`src/design/bfc_pkg.sv`:
```
package bfc_pkg;

  // Brightness scale and PWM period
  localparam int LEVELS     = 10;
  localparam int PWM_PERIOD = 416;

  // Command opcodes
  localparam logic [1:0] OP_TICK     = 2'd0;
  localparam logic [1:0] OP_SET      = 2'd1;
  localparam logic [1:0] OP_FADE_OFF = 2'd2;
  localparam logic [1:0] OP_FADE_ON  = 2'd3;

  // Fade modes
  localparam logic [1:0] MODE_IDLE = 2'd0;
  localparam logic [1:0] MODE_OFF  = 2'd1;
  localparam logic [1:0] MODE_ON   = 2'd2;

  // Register indexes
  localparam logic REG_DURATION = 1'b0;
  localparam logic REG_STEP     = 1'b1;

  // Reset values
  localparam logic [15:0] DURATION_RESET = 16'd500;
  localparam logic [9:0]  STEP_RESET     = 10'd10;
  localparam logic [3:0]  LEVEL_RESET    = (5 > LEVELS) ? 4'(LEVELS) : 4'd5;
  localparam logic [3:0]  TARGET_RESET   = (10 > LEVELS) ? 4'(LEVELS) : 4'd10;

  typedef struct packed {
    logic [1:0] opcode;
    logic [3:0] level;
  } bfc_in_t;

  typedef struct packed {
    logic [3:0] level_out;
    logic [8:0] compare_value;
    logic       fading;
  } bfc_out_t;

  // Step request to the arithmetic unit
  typedef struct packed {
    logic        start;
    logic        fade_on;
    logic [3:0]  factor;
    logic [15:0] elapsed;
    logic [9:0]  step;
    logic [15:0] duration;
  } fade_req_t;

  // Step result from the arithmetic unit
  typedef struct packed {
    logic        done;
    logic        finished;
    logic [3:0]  level;
    logic [15:0] elapsed;
  } fade_rsp_t;

  typedef logic [15:0][8:0] cmp_table_t;

  // Inverted PWM compare for each level code, built at elaboration
  function automatic cmp_table_t build_cmp_table();
    cmp_table_t tab;
    int lv;
    for (int i = 0; i < 16; i++) begin
      lv = (i > LEVELS) ? LEVELS : i;
      if (lv == 0) begin
        tab[i] = 9'(PWM_PERIOD);
      end else begin
        tab[i] = 9'(((LEVELS - lv) * PWM_PERIOD) / LEVELS);
      end
    end
    return tab;
  endfunction

  localparam cmp_table_t CMP_TABLE = build_cmp_table();

endpackage

```
`src/design/bfc_fade_unit.sv`:
```
// One fade step: saturating elapsed update, then, unless the fade ends, factor*numerator by
// shift-add and /duration by restoring division, all on one shared adder.
module bfc_fade_unit (
  input  logic              clk,
  input  logic              rst,
  input  bfc_pkg::fade_req_t req,
  output bfc_pkg::fade_rsp_t rsp
);

  localparam logic [2:0] U_IDLE = 3'd0;
  localparam logic [2:0] U_ELAP = 3'd1;
  localparam logic [2:0] U_PREP = 3'd2;
  localparam logic [2:0] U_MUL  = 3'd3;
  localparam logic [2:0] U_DIV  = 3'd4;
  localparam logic [2:0] U_DONE = 3'd5;

  logic [2:0]  state;
  logic        on_r;
  logic [3:0]  factor_r;
  logic [15:0] dur_r;
  logic [9:0]  step_r;
  logic [15:0] e_r;
  logic [15:0] mcand;
  logic [19:0] acc;
  logic [3:0]  q;
  logic [1:0]  k;
  logic        finished;

  logic [20:0] opa;
  logic [20:0] opb;
  logic        sub;
  logic [20:0] sum;
  logic        sat;

  // Shared adder operand select
  always_comb begin
    opa = '0;
    opb = '0;
    sub = 1'b0;
    unique case (state)
      U_ELAP: begin
        opa = {5'b0, e_r};
        opb = {11'b0, step_r};
      end
      U_PREP: begin
        opa = {5'b0, dur_r};
        opb = {5'b0, e_r};
        sub = 1'b1;
      end
      U_MUL: begin
        opa = {1'b0, acc};
        opb = factor_r[k] ? ({5'b0, mcand} << k) : '0;
      end
      U_DIV: begin
        opa = {1'b0, acc};
        opb = {5'b0, dur_r} << k;
        sub = 1'b1;
      end
      default: begin
        opa = '0;
      end
    endcase
  end

  assign sum = opa + (sub ? ~opb : opb) + {20'b0, sub};
  assign sat = (sum >= {5'b0, dur_r});

  // Step sequencer
  always_ff @(posedge clk) begin
    if (rst) begin
      state <= U_IDLE;
    end else begin
      unique case (state)
        U_IDLE: begin
          if (req.start) begin
            on_r     <= req.fade_on;
            factor_r <= req.factor;
            dur_r    <= req.duration;
            step_r   <= req.step;
            e_r      <= req.elapsed;
            state    <= U_ELAP;
          end
        end
        U_ELAP: begin
          e_r      <= sat ? dur_r : sum[15:0];
          finished <= sat;
          state    <= sat ? U_DONE : U_PREP;
        end
        U_PREP: begin
          mcand <= on_r ? e_r : sum[15:0];
          acc   <= '0;
          q     <= '0;
          k     <= 2'd0;
          state <= U_MUL;
        end
        U_MUL: begin
          acc <= sum[19:0];
          if (k == 2'd3) begin
            state <= U_DIV;
          end else begin
            k <= k + 2'd1;
          end
        end
        U_DIV: begin
          if (!sum[20]) begin
            acc  <= sum[19:0];
            q[k] <= 1'b1;
          end
          k <= k - 2'd1;
          if (k == 2'd0) begin
            state <= U_DONE;
          end
        end
        U_DONE: begin
          state <= U_IDLE;
        end
        default: begin
          state <= U_IDLE;
        end
      endcase
    end
  end

  assign rsp.done     = (state == U_DONE);
  assign rsp.finished = finished;
  assign rsp.elapsed  = e_r;
  assign rsp.level    = finished ? (on_r ? factor_r : 4'd0) : q;

`ifndef SYNTHESIS
  a_start_idle: assert property (@(posedge clk) disable iff (rst)
    req.start |-> state == U_IDLE)
    else $error("step request while unit busy");

  a_level_bound: assert property (@(posedge clk) disable iff (rst)
    rsp.done |-> rsp.level <= factor_r)
    else $error("step level above its scale factor");

  a_elapsed_bound: assert property (@(posedge clk) disable iff (rst)
    rsp.done |-> rsp.elapsed <= dur_r)
    else $error("elapsed time past duration");
`endif

endmodule

```
`src/design/backlight_fade_controller_unit.sv`:
```
// Channel  Signals                          Beat
// -------  -------------------------------  --------------------------------
// in       in_valid/in_ready, in_data       one command: opcode, level
// out      out_valid/out_ready, out_data    level, PWM compare, fading flag
// cfg      cfg_wr_en, cfg_addr, cfg_wdata   register write, no handshake
//
// A tick that makes a fade step waits in T_WAIT on bfc_fade_unit, which runs the
// elapsed update and then the shift-add/divide iterations of its shared adder
// (only the update when the step ends the fade); every other command goes to T_EMIT.
// One command is in work at a time; in_ready drops from accept until the
// result sits in the output register, which then waits on out_ready.
// Synchronous active-high reset; no clearing pass.
module backlight_fade_controller_unit (
  input  logic              clk,
  input  logic              rst,
  input  logic              in_valid,
  output logic              in_ready,
  input  bfc_pkg::bfc_in_t  in_data,
  output logic              out_valid,
  input  logic              out_ready,
  output bfc_pkg::bfc_out_t out_data,
  input  logic              cfg_wr_en,
  input  logic              cfg_addr,
  input  logic [15:0]       cfg_wdata
);

  localparam logic [1:0] T_IDLE = 2'd0;
  localparam logic [1:0] T_WAIT = 2'd1;
  localparam logic [1:0] T_EMIT = 2'd2;

  logic [1:0]  state;
  logic [15:0] fade_len;
  logic [9:0]  step_ms;
  logic [1:0]  fade_mode;
  logic [3:0]  level_now;
  logic [3:0]  fade_start_level;
  logic [3:0]  fade_target;
  logic [15:0] elapsed_time;
  logic [9:0]  ticks_since_step;
  logic        first_step_pending;

  logic               accept;
  logic [3:0]         lv_clamped;
  logic [9:0]         step_eff;
  logic [9:0]         ticks_inc;
  logic               do_step;
  logic               emit_load;
  bfc_pkg::fade_req_t req;
  bfc_pkg::fade_rsp_t rsp;

  assign in_ready  = (state == T_IDLE);
  assign accept    = in_valid && in_ready;
  assign emit_load = (state == T_EMIT) && (!out_valid || out_ready);

  // Input level clamp and tick bookkeeping
  assign lv_clamped = (in_data.level > 4'(bfc_pkg::LEVELS)) ? 4'(bfc_pkg::LEVELS)
                                                             : in_data.level;
  assign step_eff   = (step_ms == 10'd0) ? 10'd1 : step_ms;
  assign ticks_inc  = (&ticks_since_step) ? ticks_since_step : ticks_since_step + 10'd1;
  assign do_step    = first_step_pending || (ticks_inc >= step_eff);

  // Step request
  assign req.start    = accept && (in_data.opcode == bfc_pkg::OP_TICK) &&
                        (fade_mode != bfc_pkg::MODE_IDLE) && do_step;
  assign req.fade_on  = (fade_mode == bfc_pkg::MODE_ON);
  assign req.factor   = (fade_mode == bfc_pkg::MODE_ON) ? fade_target : fade_start_level;
  assign req.elapsed  = elapsed_time;
  assign req.step     = step_eff;
  assign req.duration = fade_len;

  bfc_fade_unit u_fade (
    .clk (clk),
    .rst (rst),
    .req (req),
    .rsp (rsp)
  );

  // Configuration registers
  always_ff @(posedge clk) begin
    if (rst) begin
      fade_len <= bfc_pkg::DURATION_RESET;
      step_ms  <= bfc_pkg::STEP_RESET;
    end else if (cfg_wr_en) begin
      unique case (cfg_addr)
        bfc_pkg::REG_DURATION: fade_len <= cfg_wdata;
        bfc_pkg::REG_STEP:     step_ms  <= cfg_wdata[9:0];
        default:               fade_len <= fade_len;
      endcase
    end
  end

  // Command sequencer and fade state
  always_ff @(posedge clk) begin
    if (rst) begin
      state              <= T_IDLE;
      fade_mode          <= bfc_pkg::MODE_IDLE;
      level_now          <= bfc_pkg::LEVEL_RESET;
      fade_start_level   <= bfc_pkg::LEVEL_RESET;
      fade_target        <= bfc_pkg::TARGET_RESET;
      elapsed_time       <= '0;
      ticks_since_step   <= '0;
      first_step_pending <= 1'b0;
    end else begin
      unique case (state)
        T_IDLE: begin
          if (accept) begin
            // a stepping tick waits on the fade unit, all else goes straight out
            state <= req.start ? T_WAIT : T_EMIT;
            unique case (in_data.opcode)
              bfc_pkg::OP_TICK: begin
                if (fade_mode != bfc_pkg::MODE_IDLE) begin
                  first_step_pending <= 1'b0;
                  ticks_since_step   <= do_step ? 10'd0 : ticks_inc;
                end
              end
              bfc_pkg::OP_SET: begin
                level_now <= lv_clamped;
                fade_mode <= bfc_pkg::MODE_IDLE;
              end
              bfc_pkg::OP_FADE_OFF: begin
                fade_mode          <= bfc_pkg::MODE_OFF;
                fade_start_level   <= level_now;
                fade_target        <= 4'd0;
                elapsed_time       <= '0;
                ticks_since_step   <= '0;
                first_step_pending <= 1'b1;
              end
              bfc_pkg::OP_FADE_ON: begin
                fade_mode          <= bfc_pkg::MODE_ON;
                fade_target        <= lv_clamped;
                elapsed_time       <= '0;
                ticks_since_step   <= '0;
                first_step_pending <= 1'b1;
              end
            endcase
          end
        end
        T_WAIT: begin
          if (rsp.done) begin
            level_now    <= rsp.level;
            elapsed_time <= rsp.elapsed;
            if (rsp.finished) begin
              fade_mode <= bfc_pkg::MODE_IDLE;
            end
            state <= T_EMIT;
          end
        end
        T_EMIT: begin
          if (emit_load) begin
            state <= T_IDLE;
          end
        end
        default: begin
          state <= T_IDLE;
        end
      endcase
    end
  end

  // Output register
  always_ff @(posedge clk) begin
    if (rst) begin
      out_valid <= 1'b0;
    end else begin
      if (emit_load) begin
        out_valid <= 1'b1;
      end else if (out_valid && out_ready) begin
        out_valid <= 1'b0;
      end
    end
  end

  always_ff @(posedge clk) begin
    if (emit_load) begin
      out_data.level_out     <= level_now;
      out_data.compare_value <= bfc_pkg::CMP_TABLE[level_now];
      out_data.fading        <= (fade_mode != bfc_pkg::MODE_IDLE);
    end
  end

`ifndef SYNTHESIS
  a_rsp_in_wait: assert property (@(posedge clk) disable iff (rst)
    rsp.done |-> state == T_WAIT)
    else $error("step result outside wait state");

  a_level_range: assert property (@(posedge clk) disable iff (rst)
    level_now <= 4'(bfc_pkg::LEVELS))
    else $error("level beyond scale");

  a_wait_fading: assert property (@(posedge clk) disable iff (rst)
    state == T_WAIT |-> fade_mode != bfc_pkg::MODE_IDLE)
    else $error("step in flight with no fade active");
`endif

endmodule
```
`config.mk`:
```
export PLATFORM = sky130hd
export DESIGN_NAME = backlight_fade_controller_unit
export DESIGN_NICKNAME = d
export VERILOG_FILES = /design/src/design/bfc_pkg.sv /design/src/design/bfc_fade_unit.sv /design/src/design/backlight_fade_controller_unit.sv
export SDC_FILE = /design/constraint.sdc
export NUM_CORES = 1
export LEC_CHECK = 0
export ABC_AREA = 1
export ABC_CLOCK_PERIOD_IN_PS = 6300
export BUFFER_PORTS_ARGS = -buffer_cell sky130_fd_sc_hd__buf_2
export CAP_MARGIN = 0
export CORE_MARGIN = 3
export CORE_UTILIZATION = 63
export CTS_CLUSTER_DIAMETER = 150
export DETAILED_ROUTE_END_ITERATION = 7
export PLACE_DENSITY = 0.82
export SLEW_MARGIN = 30
export SYNTH_ARGS = -nofsm -noshare
export SYNTH_HDL_FRONTEND = slang
export SYNTH_HIERARCHICAL = 1
export SYNTH_SLANG_ARGS = --single-unit
```
`constraint.sdc`:
```
create_clock -name clk -period 6.3 [get_ports clk]
set_input_delay 1.575 -clock clk [delete_from_list [all_inputs] [get_ports clk]]
set_output_delay 1.575 -clock clk [all_outputs]
set_load 0.1 [all_outputs]
```
# Word-level counts from Yosys, hierarchy flattened
# Memory sizes are Yosys's and may differ from the RTL's. A register that Yosys moved wholly into a read port is not among the register bits.
# Cells that the tools add are included.
dict set report word_totals {
  register_bits 168
  latch_bits 0
  ram_bits 0
  romBits 144
  input_bits 28
  elab_cells 166
  memories 1
}
# memory depth width rd rd_clocked_by_memory_dff write_ports line
set mem_list {}
lappend mem_list {{(name not given)} 16 9 1 1 0 backlight_fade_controller_unit.sv:176} ;# out_data.compare_value <= bfc_pkg::CMP_TABLE[level_now];
dict set report classes {
  add_sub_neg 5
  multipliers 0
  n_div 0
  magnitude_cmp 5
  eq_ne 25
  shift 2
  n_mux 56
  bitwise 4
  reduce_logical 44
}
# op count
set ops {}
lappend ops {{case mux 20 bit (3 select lines)} 2}
lappend ops {{2-to-1 mux 16 bit} 6}
lappend ops {{case mux 21 bit (4 select lines)} 1}
lappend ops {{case mux 16 bit (2 select lines)} 2}
lappend ops {{2-to-1 mux 21 bit} 2}
lappend ops {{left shift 16 x 2 -> 21 bit} 2}
lappend ops {{2-to-1 mux 10 bit} 4}
lappend ops {{2-to-1 mux 4 bit} 8}
lappend ops {{AND reduction 3 bit} 9}
lappend ops {{case mux 4 bit (2 select lines)} 3}
lappend ops {{adder 20 x 21 -> 21 bit} 1}
lappend ops {{adder 21 x 1 -> 21 bit} 1}
lappend ops {{>= comparator 21 x 16 -> 1 bit} 1}
lappend ops {{NOT 21 bit} 1}
lappend ops {{2-to-1 mux 20 bit} 1}
lappend ops {{case mux 10 bit (2 select lines)} 1}
lappend ops {{case mux 2 bit (3 select lines)} 3}
lappend ops {{2-to-1 mux 2 bit} 8}
lappend ops {{case mux 3 bit (5 select lines)} 1}
lappend ops {{nonzero test 2 bit} 7}
lappend ops {{2-to-1 mux 3 bit} 4}
lappend ops {{inequality test 2 x 1 -> 1 bit, second input constant} 6}
lappend ops {{inequality test 2 bit, second input constant} 6}
lappend ops {{AND reduction 4 bit} 3}
lappend ops {{31 further kinds} 58}

# Logic depth before layout (Yosys ltp)
dict set report logic_depth {
  word_depth 11
  ltp_mapped 35
  depth_no_buf 35
}

# Modules after synthesis
# The synthesis kept the hierarchy.
# mod instances cells_each area_per_inst_um2 seq_area_each_um2
set modules_own_cells {}
lappend modules_own_cells {bfc_fade_unit 1 857 6777.8 2762.6}
lappend modules_own_cells {backlight_fade_controller_unit 1 531 3990.1 1821.7}

# Worst setup path after synthesis
# No wires, ideal clock.
dict set report synth_timing {
  kind {reg2reg}
  start {reg u_fade.k[0]}
  end {reg u_fade.e_r[5] (data pin)}
  setup_time_ns 0.265
  t_arrival_ns 4.561
  slack_ns 1.474
  path_stages_with_launch 31
  synth_period_minus_slack_ns 4.826
  cell_sequence {edfxtp_1 > buf_2 > nand2_1 > nand2_1 > nand2_1 > nand2_1 > nand2_1 > clkinv_1 > nand2_1 > a21oi_1 > a2111oi_0 > xor2_1 > ha_1 > inv_1 > o21ai_0 > a21oi_1 > nand2_1 > o21bai_1 > a21oi_1 > xor2_1 > inv_1 > ha_1 > nand2_1 > nor3_1 > a31oi_1 > nand3_1 > nor2_1 > nand4_4 > nand2_4 > buf_6 > o211ai_1}
}
dict set report synth_via {
  elab_chain_len 11
}
# element line
set synth_rtl {}
lappend synth_rtl {{start: declaration} bfc_fade_unit.sv:26} ;# logic [1:0] k;
lappend synth_rtl {{start signal: assignment} bfc_fade_unit.sv:101} ;# k <= k + 2'd1;
lappend synth_rtl {{start signal: assignment} bfc_fade_unit.sv:109} ;# k <= k - 2'd1;
lappend synth_rtl {{binary-select mux 1 bit (select 2 bit)} bfc_fade_unit.sv:52} ;# opb = factor_r[k] ? ({5'b0, mcand} << k) : '0;
lappend synth_rtl {{2-to-1 mux 1 bit (implied by the code)} bfc_fade_unit.sv:52}
lappend synth_rtl {{2-to-1 mux 21 bit} bfc_fade_unit.sv:52}
lappend synth_rtl {{case mux 21 bit (4 select lines) *} bfc_fade_unit.sv:40} ;# unique case (state)
lappend synth_rtl {{NOT 21 bit} bfc_fade_unit.sv:65} ;# assign sum = opa + (sub ? ~opb : opb) + {20'b0, sub};
lappend synth_rtl {{2-to-1 mux 21 bit *} bfc_fade_unit.sv:65}
lappend synth_rtl {{adder 20 x 21 -> 21 bit *} bfc_fade_unit.sv:65}
lappend synth_rtl {{adder 21 x 1 -> 21 bit *} bfc_fade_unit.sv:65}
lappend synth_rtl {{via u_fade.sum[13]} bfc_fade_unit.sv:32} ;# logic [20:0] sum;
lappend synth_rtl {{>= comparator 21 x 16 -> 1 bit *} bfc_fade_unit.sv:66} ;# assign sat = (sum >= {5'b0, dur_r});
lappend synth_rtl {{via u_fade.sat} bfc_fade_unit.sv:33} ;# logic sat;
lappend synth_rtl {{2-to-1 mux 16 bit *} bfc_fade_unit.sv:85} ;# e_r <= sat ? dur_r : sum[15:0];
lappend synth_rtl {{case mux 16 bit (2 select lines) *} bfc_fade_unit.sv:73} ;# unique case (state)
lappend synth_rtl {{end signal: assignment} bfc_fade_unit.sv:80} ;# e_r <= req.elapsed;
lappend synth_rtl {{end signal: assignment} bfc_fade_unit.sv:85}
lappend synth_rtl {{end: declaration} bfc_fade_unit.sv:22} ;# logic [15:0] e_r;
# Mark *: on every way through the listed nets, which the timed path passes. The rest lies on a longest branch. The select of a mux whose other input is x is not followed.
# A chain may end at the register's enable or synchronous reset.

# Final worst setup path
# Ends and elaborated chain as after synthesis.

==> out/qor.log <==
INFO  placement      detailedPlace.worstSlack=657ps
INFO  synth          post_synthesis_compound_gate_area_fraction=16.6%
INFO  timing         finalWorstPathRequiredPeriod=5740ps
INFO  min_path       min_delay_path_depth=0
INFO  synth          netlist-cell-type-count=53
INFO  floorplanning  design.die.area=0.0187mm²
INFO  placement      placed_area=0.0111mm²
INFO  worst_setup_path crit_arrival=5900ps
INFO  synth          asyncSetResetFlopFracSynth=0%
INFO  synth          synth.area.mux_share=0.372%
INFO  timing         finalHoldViolCount=0
INFO  floorplanning  core_region_area=0.0166mm²
INFO  timing         timing.max_slew.rel_slack=35.2%
INFO  synth          synth_seq_area_share=42.6%
INFO  worst_setup_path critPathRequiredTime=6470ps
INFO  floorplanning  placement_rows=47
INFO  synth          ys_dominant_reg_cell=sky130_fd_sc_hd__edfxtp_1
INFO  detailed_routing routedLengthMet1=11900µm
INFO  timing         worst_slack=562ps
INFO  cts            cts_made_buffers=17
INFO  power          sw_frac_of_total=42.4%
INFO  cts            cts_sinks=177
INFO  timing         final.setup.tns=0ps
INFO  min_path       min-delay-path-class=reg -> reg
INFO  min_path       whs_endpoint=u_fade/dur_r[15]$_DFFE_PP_
INFO  power          power_switching=1.75mW
INFO  timing         worst_pin_slew=967ps
INFO  detailed_routing drt_iter0_drc=1584
INFO  detailed_routing routed-via-count=9976
INFO  flow_run       timing.max_cap.violations=0
INFO  synth          synthesis.instances=1388
INFO  detailed_routing drt-pass1-iter-count=7
INFO  worst_setup_path critical-path-top-cell-by-count=sky130_fd_sc_hd__nand2_1
INFO  floorplanning  start_util=64.7%
INFO  power          design_power_total=4.13mW
INFO  floorplanning  die_width=137µm
INFO  cts            h_tree_levels=4
INFO  timing         fin_crit_sh=91.1%
INFO  cts            ctsLongestPathBuffers=2
INFO  synth          synthesis.nets=1470
INFO  worst_setup_path critical_path.reg2reg.startpoint=u_fade/k[0]$_SDFFCE_PP0P_
INFO  cts            tritoncts_clock_tree=done
INFO  placement      detailed_placer_s_ending_hpwl=21400µm
INFO  synth          synthXorXnorAreaFrac=1.71%
INFO  synth          combinational_family_with_the_most_area_after_synthesis=simple AND/OR/NAND/NOR gates
INFO  grt            globalRouteTotalUtil=32.5%
INFO  cells_and_area finish.net_count=1487
INFO  status         status=completed
INFO  power          power.ir.vdd_worst=0.226mV
INFO  power          p_int=2.38mW
INFO  cts            cts_setup_buffers=0
INFO  cells_and_area final_standard_cell_count_with_taps_included_and_fillers_excluded=1638
INFO  cells_and_area antenna_cells_inserted=0
INFO  detailed_routing drc=0
INFO  worst_setup_path max_stage_delay=430ps
INFO  detailed_routing highest-signal-layer=met4
INFO  cells_and_area layout_cells_sized_above_1=10.7%
INFO  detailed_routing finalWirelength=29800µm
INFO  min_path       hold_path.startpoint=fade_len[15]$_SDFFE_PP0P_
INFO  floorplanning  dieHeight=137µm
INFO  timing         fmax=174MHz
INFO  cts            cts_root_buf=sky130_fd_sc_hd__clkbuf_16
INFO  cells_and_area final_cell_area=0.0117mm²
INFO  power          p_comb_share=41.1%
INFO  grt            pin_count_of_the_biggest_net_entering_global_routing=44
INFO  synth          netlist_area=0.0108mm²
INFO  worst_setup_path crit_path_max_fanout=17
INFO  worst_setup_path slowest_stage=sky130_fd_sc_hd__edfxtp_1
INFO  power          share_clk_of_total_power=25.1%
INFO  detailed_routing met2WireLength=13100µm
INFO  synth          synth.yosys.warnings=6
INFO  cells_and_area regArea=0.00458mm²
INFO  worst_setup_path endpoint_kind=register
INFO  detailed_routing postRouteAntennaNets=0
INFO  grt            first_pass_grt_wire_length=47100µm
INFO  detailed_routing drt-vias-per-instance=6.09
INFO  power          seq_pwr_share=33.7%
INFO  synth          number_of_synthesized_flops_with_an_enable_pin=104
INFO  synth          syn_avg_cell_area=7.76µm²
INFO  worst_setup_path worstSetupStartpointType=register
INFO  timing         final-setup-viol-count=0
INFO  power          p_leak=5.12nW
INFO  cells_and_area nFillCells=1287
INFO  floorplanning  count_of_pins_on_the_block_boundary=44
INFO  worst_setup_path worst-setup-path-type=reg -> reg
INFO  grt            grt_pass1_vias=9040
INFO  worst_setup_path regToRegSetupSlack=560ps
INFO  detailed_routing met3_length=3330µm
INFO  placement      numPortBuffers=43
INFO  timing         rsz0062_at_grt=true
INFO  synth          post_synth_fa_ha_maj_area_fraction=6.34%
INFO  synth          ys_seq_elements=177
INFO  timing         final.setup_skew=17.0ps
INFO  worst_setup_path r2r.worst_path.cells=31
INFO  placement      placed_cells_incl_taps=1606
INFO  cts            clock_latency=430ps
INFO  cells_and_area syn_to_final_growth=8.94%
INFO  timing         final_report_max_slew_violation_count=0
INFO  grt            initial_antenna_violation_count=0
INFO  synth          synth_simple_gate_area_share=23.8%
INFO  placement      global_placement_routability_congestion=1.07
INFO  worst_setup_path critical_path.reg2reg.endpoint=u_fade/e_r[5]$_DFFE_PP_
INFO  detailed_routing wl_per_cell=18.2µm
INFO  grt            globalRouteOverflowTotal=0
INFO  power          power_per_cell_area=352mW/mm²
INFO  cells_and_area multiInputGateArea=0.00530mm²
INFO  cts            path_clk_slew=70ps
==> cells by family (layout without fill, tap and decap cells) <==
group	after synthesis	in the layout
AO/OA/AOI/OAI	300	300
XOR/XNOR	21	21
adder cells (fa/ha/maj)	54	54
buffers and inverters	232	262
flip-flops	177	177
multiplexers	4	4
AND/OR/NAND/NOR	600	600
==> synthesized netlist by cell type (5+ instances only) <==
| master | count | area, µm² |
|---|---|---|
| sky130_fd_sc_hd__nand2_1 | 348 | 1310 |
| sky130_fd_sc_hd__o21ai_0 | 108 | 541 |
| sky130_fd_sc_hd__nand2_2 | 7 | 43.8 |
| sky130_fd_sc_hd__nand4_1 | 11 | 68.8 |
| sky130_fd_sc_hd__o211ai_1 | 21 | 158 |
| sky130_fd_sc_hd__edfxtp_1 | 104 | 3120 |
| sky130_fd_sc_hd__a21oi_1 | 109 | 546 |
| sky130_fd_sc_hd__dfxtp_1 | 73 | 1460 |
| sky130_fd_sc_hd__nor2_1 | 126 | 473 |
| sky130_fd_sc_hd__inv_2 | 6 | 22.5 |
| sky130_fd_sc_hd__nand3_1 | 70 | 350 |
| sky130_fd_sc_hd__nor2_2 | 7 | 43.8 |
| sky130_fd_sc_hd__nor3_1 | 12 | 60.1 |
| sky130_fd_sc_hd__o21bai_1 | 5 | 37.5 |
| sky130_fd_sc_hd__o211ai_2 | 10 | 125 |
| sky130_fd_sc_hd__clkbuf_1 | 41 | 154 |
| sky130_fd_sc_hd__ha_1 | 53 | 663 |
| sky130_fd_sc_hd__nor2_4 | 5 | 56.3 |
| sky130_fd_sc_hd__xor2_1 | 19 | 166 |
| sky130_fd_sc_hd__inv_1 | 159 | 597 |
| sky130_fd_sc_hd__buf_6 | 5 | 56.3 |
| sky130_fd_sc_hd__o22ai_1 | 8 | 50.1 |
| sky130_fd_sc_hd__o221ai_1 | 15 | 131 |
| sky130_fd_sc_hd__buf_1 | 8 | 30.0 |
==> routing by layer <==
layer | GRT usage [%] | vias to the layer above
met5 | 0 | -
met4 | 16.5 | 0
met3 | 7.61 | 114
met2 | 48.4 | 705
met1 | 44.5 | 4471
li1 | - | 4686
==> metrics by stage <==
step | hold slack (ps) | utilization (%)
finish | 434 | 70.5
global route | 442 | 70.5
CTS | 432 | 70.2
detailed placement | 418 | 66.7
global placement | 411 | 66.7
floorplan | 403 | -
==> how the worst max path moves through the flow <==
stage | from | endpoint | cells after the start | slack [ps]
after detailed placement | u_fade/k[0]$_SDFFCE_PP0P_ | u_fade/state[0]$_SDFFE_PP0P_ | 33 | 660
final | u_fade/k[0]$_SDFFCE_PP0P_ | u_fade/e_r[5]$_DFFE_PP_ | 31 | 560
after global routing | u_fade/k[0]$_SDFFCE_PP0P_ | u_fade/state[0]$_SDFFE_PP0P_ | 33 | 7
after floorplan | u_fade/k[0]$_SDFFCE_PP0P_ | u_fade/e_r[5]$_DFFE_PP_ | 30 | 1470
after CTS | u_fade/k[0]$_SDFFCE_PP0P_ | u_fade/e_r[5]$_DFFE_PP_ | 31 | 590
after global placement | u_fade/k[0]$_SDFFCE_PP0P_ | u_fade/e_r[4]$_DFFE_PP_ | 32 | 740
==> layout make-up <==
| class | count | area share (%) |
|---|---|---|
| inverter | 170 | 5.48 |
| sequential | 177 | 39.1 |
| timing repair buffer | 60 | 2.94 |
| multi-input combinational | 979 | 45.2 |
| clock buffer | 18 | 3.74 |
| clock inverter | 14 | 1.21 |
| tap | 220 | 2.35 |
==> worst max-delay path: cells and delay by family (launching register included) <==
family | cells | cell delay, ps
adders and majority gates | 2 | 680
xor gates and xnor gates | 1 | 280
and+or+nand+nor | 14 | 1590
buffers and inverters | 3 | 470
AOI/OAI and AO/OA | 11 | 2010
DFF | 1 | 430
==> power groups by stage <==
stage,Sequential (mW),Combinational [mW],Clock (mW)
global placement,1.41,1.58,0
floorplan,1.46,1.13,0
detailed placement,1.42,1.60,0
CTS,1.39,1.61,1.05
finish,1.39,1.70,1.04
global route,1.40,1.83,1.10
==> state kept, by name, summed over array words and instances (netlist names) <==
signal	flops
level_now	4
first_step_pending	1
u_fade/finished	1
fade_start_level	4
state	2
u_fade/e_r	16
u_fade/factor_r	4
fade_len	16
fade_mode	2
u_fade/dur_r	16
ticks_since_step	10
out_data	14
u_fade/k	2
u_fade/q	4
u_fade/acc	20
u_fade/mcand	16
u_fade/state	3
step_ms	10
u_fade/on_r	1
u_fade/step_r	10
elapsed_time	16
fade_target	4
out_valid	1
==> cell usage in the layout, fill, tap and decap left out, drive strengths merged, types with 53 or more instances in the layout <==
cell	synthesis	layout
a21oi	109	109
nand3	74	74
edfxtp	104	104
inv	167	174
nand2	358	358
dfxtp	73	73
ha	53	53
buf	21	60
nor2	139	139
o21ai	111	111
==> timing repair <==
item | 4_1_cts | 5_1_grt
gates resized for setup | 0 | 5
hold buffers | 0 | 0
endpoints found under the setup margin | 0 | 19
Power figures use the tool's default switching activity.
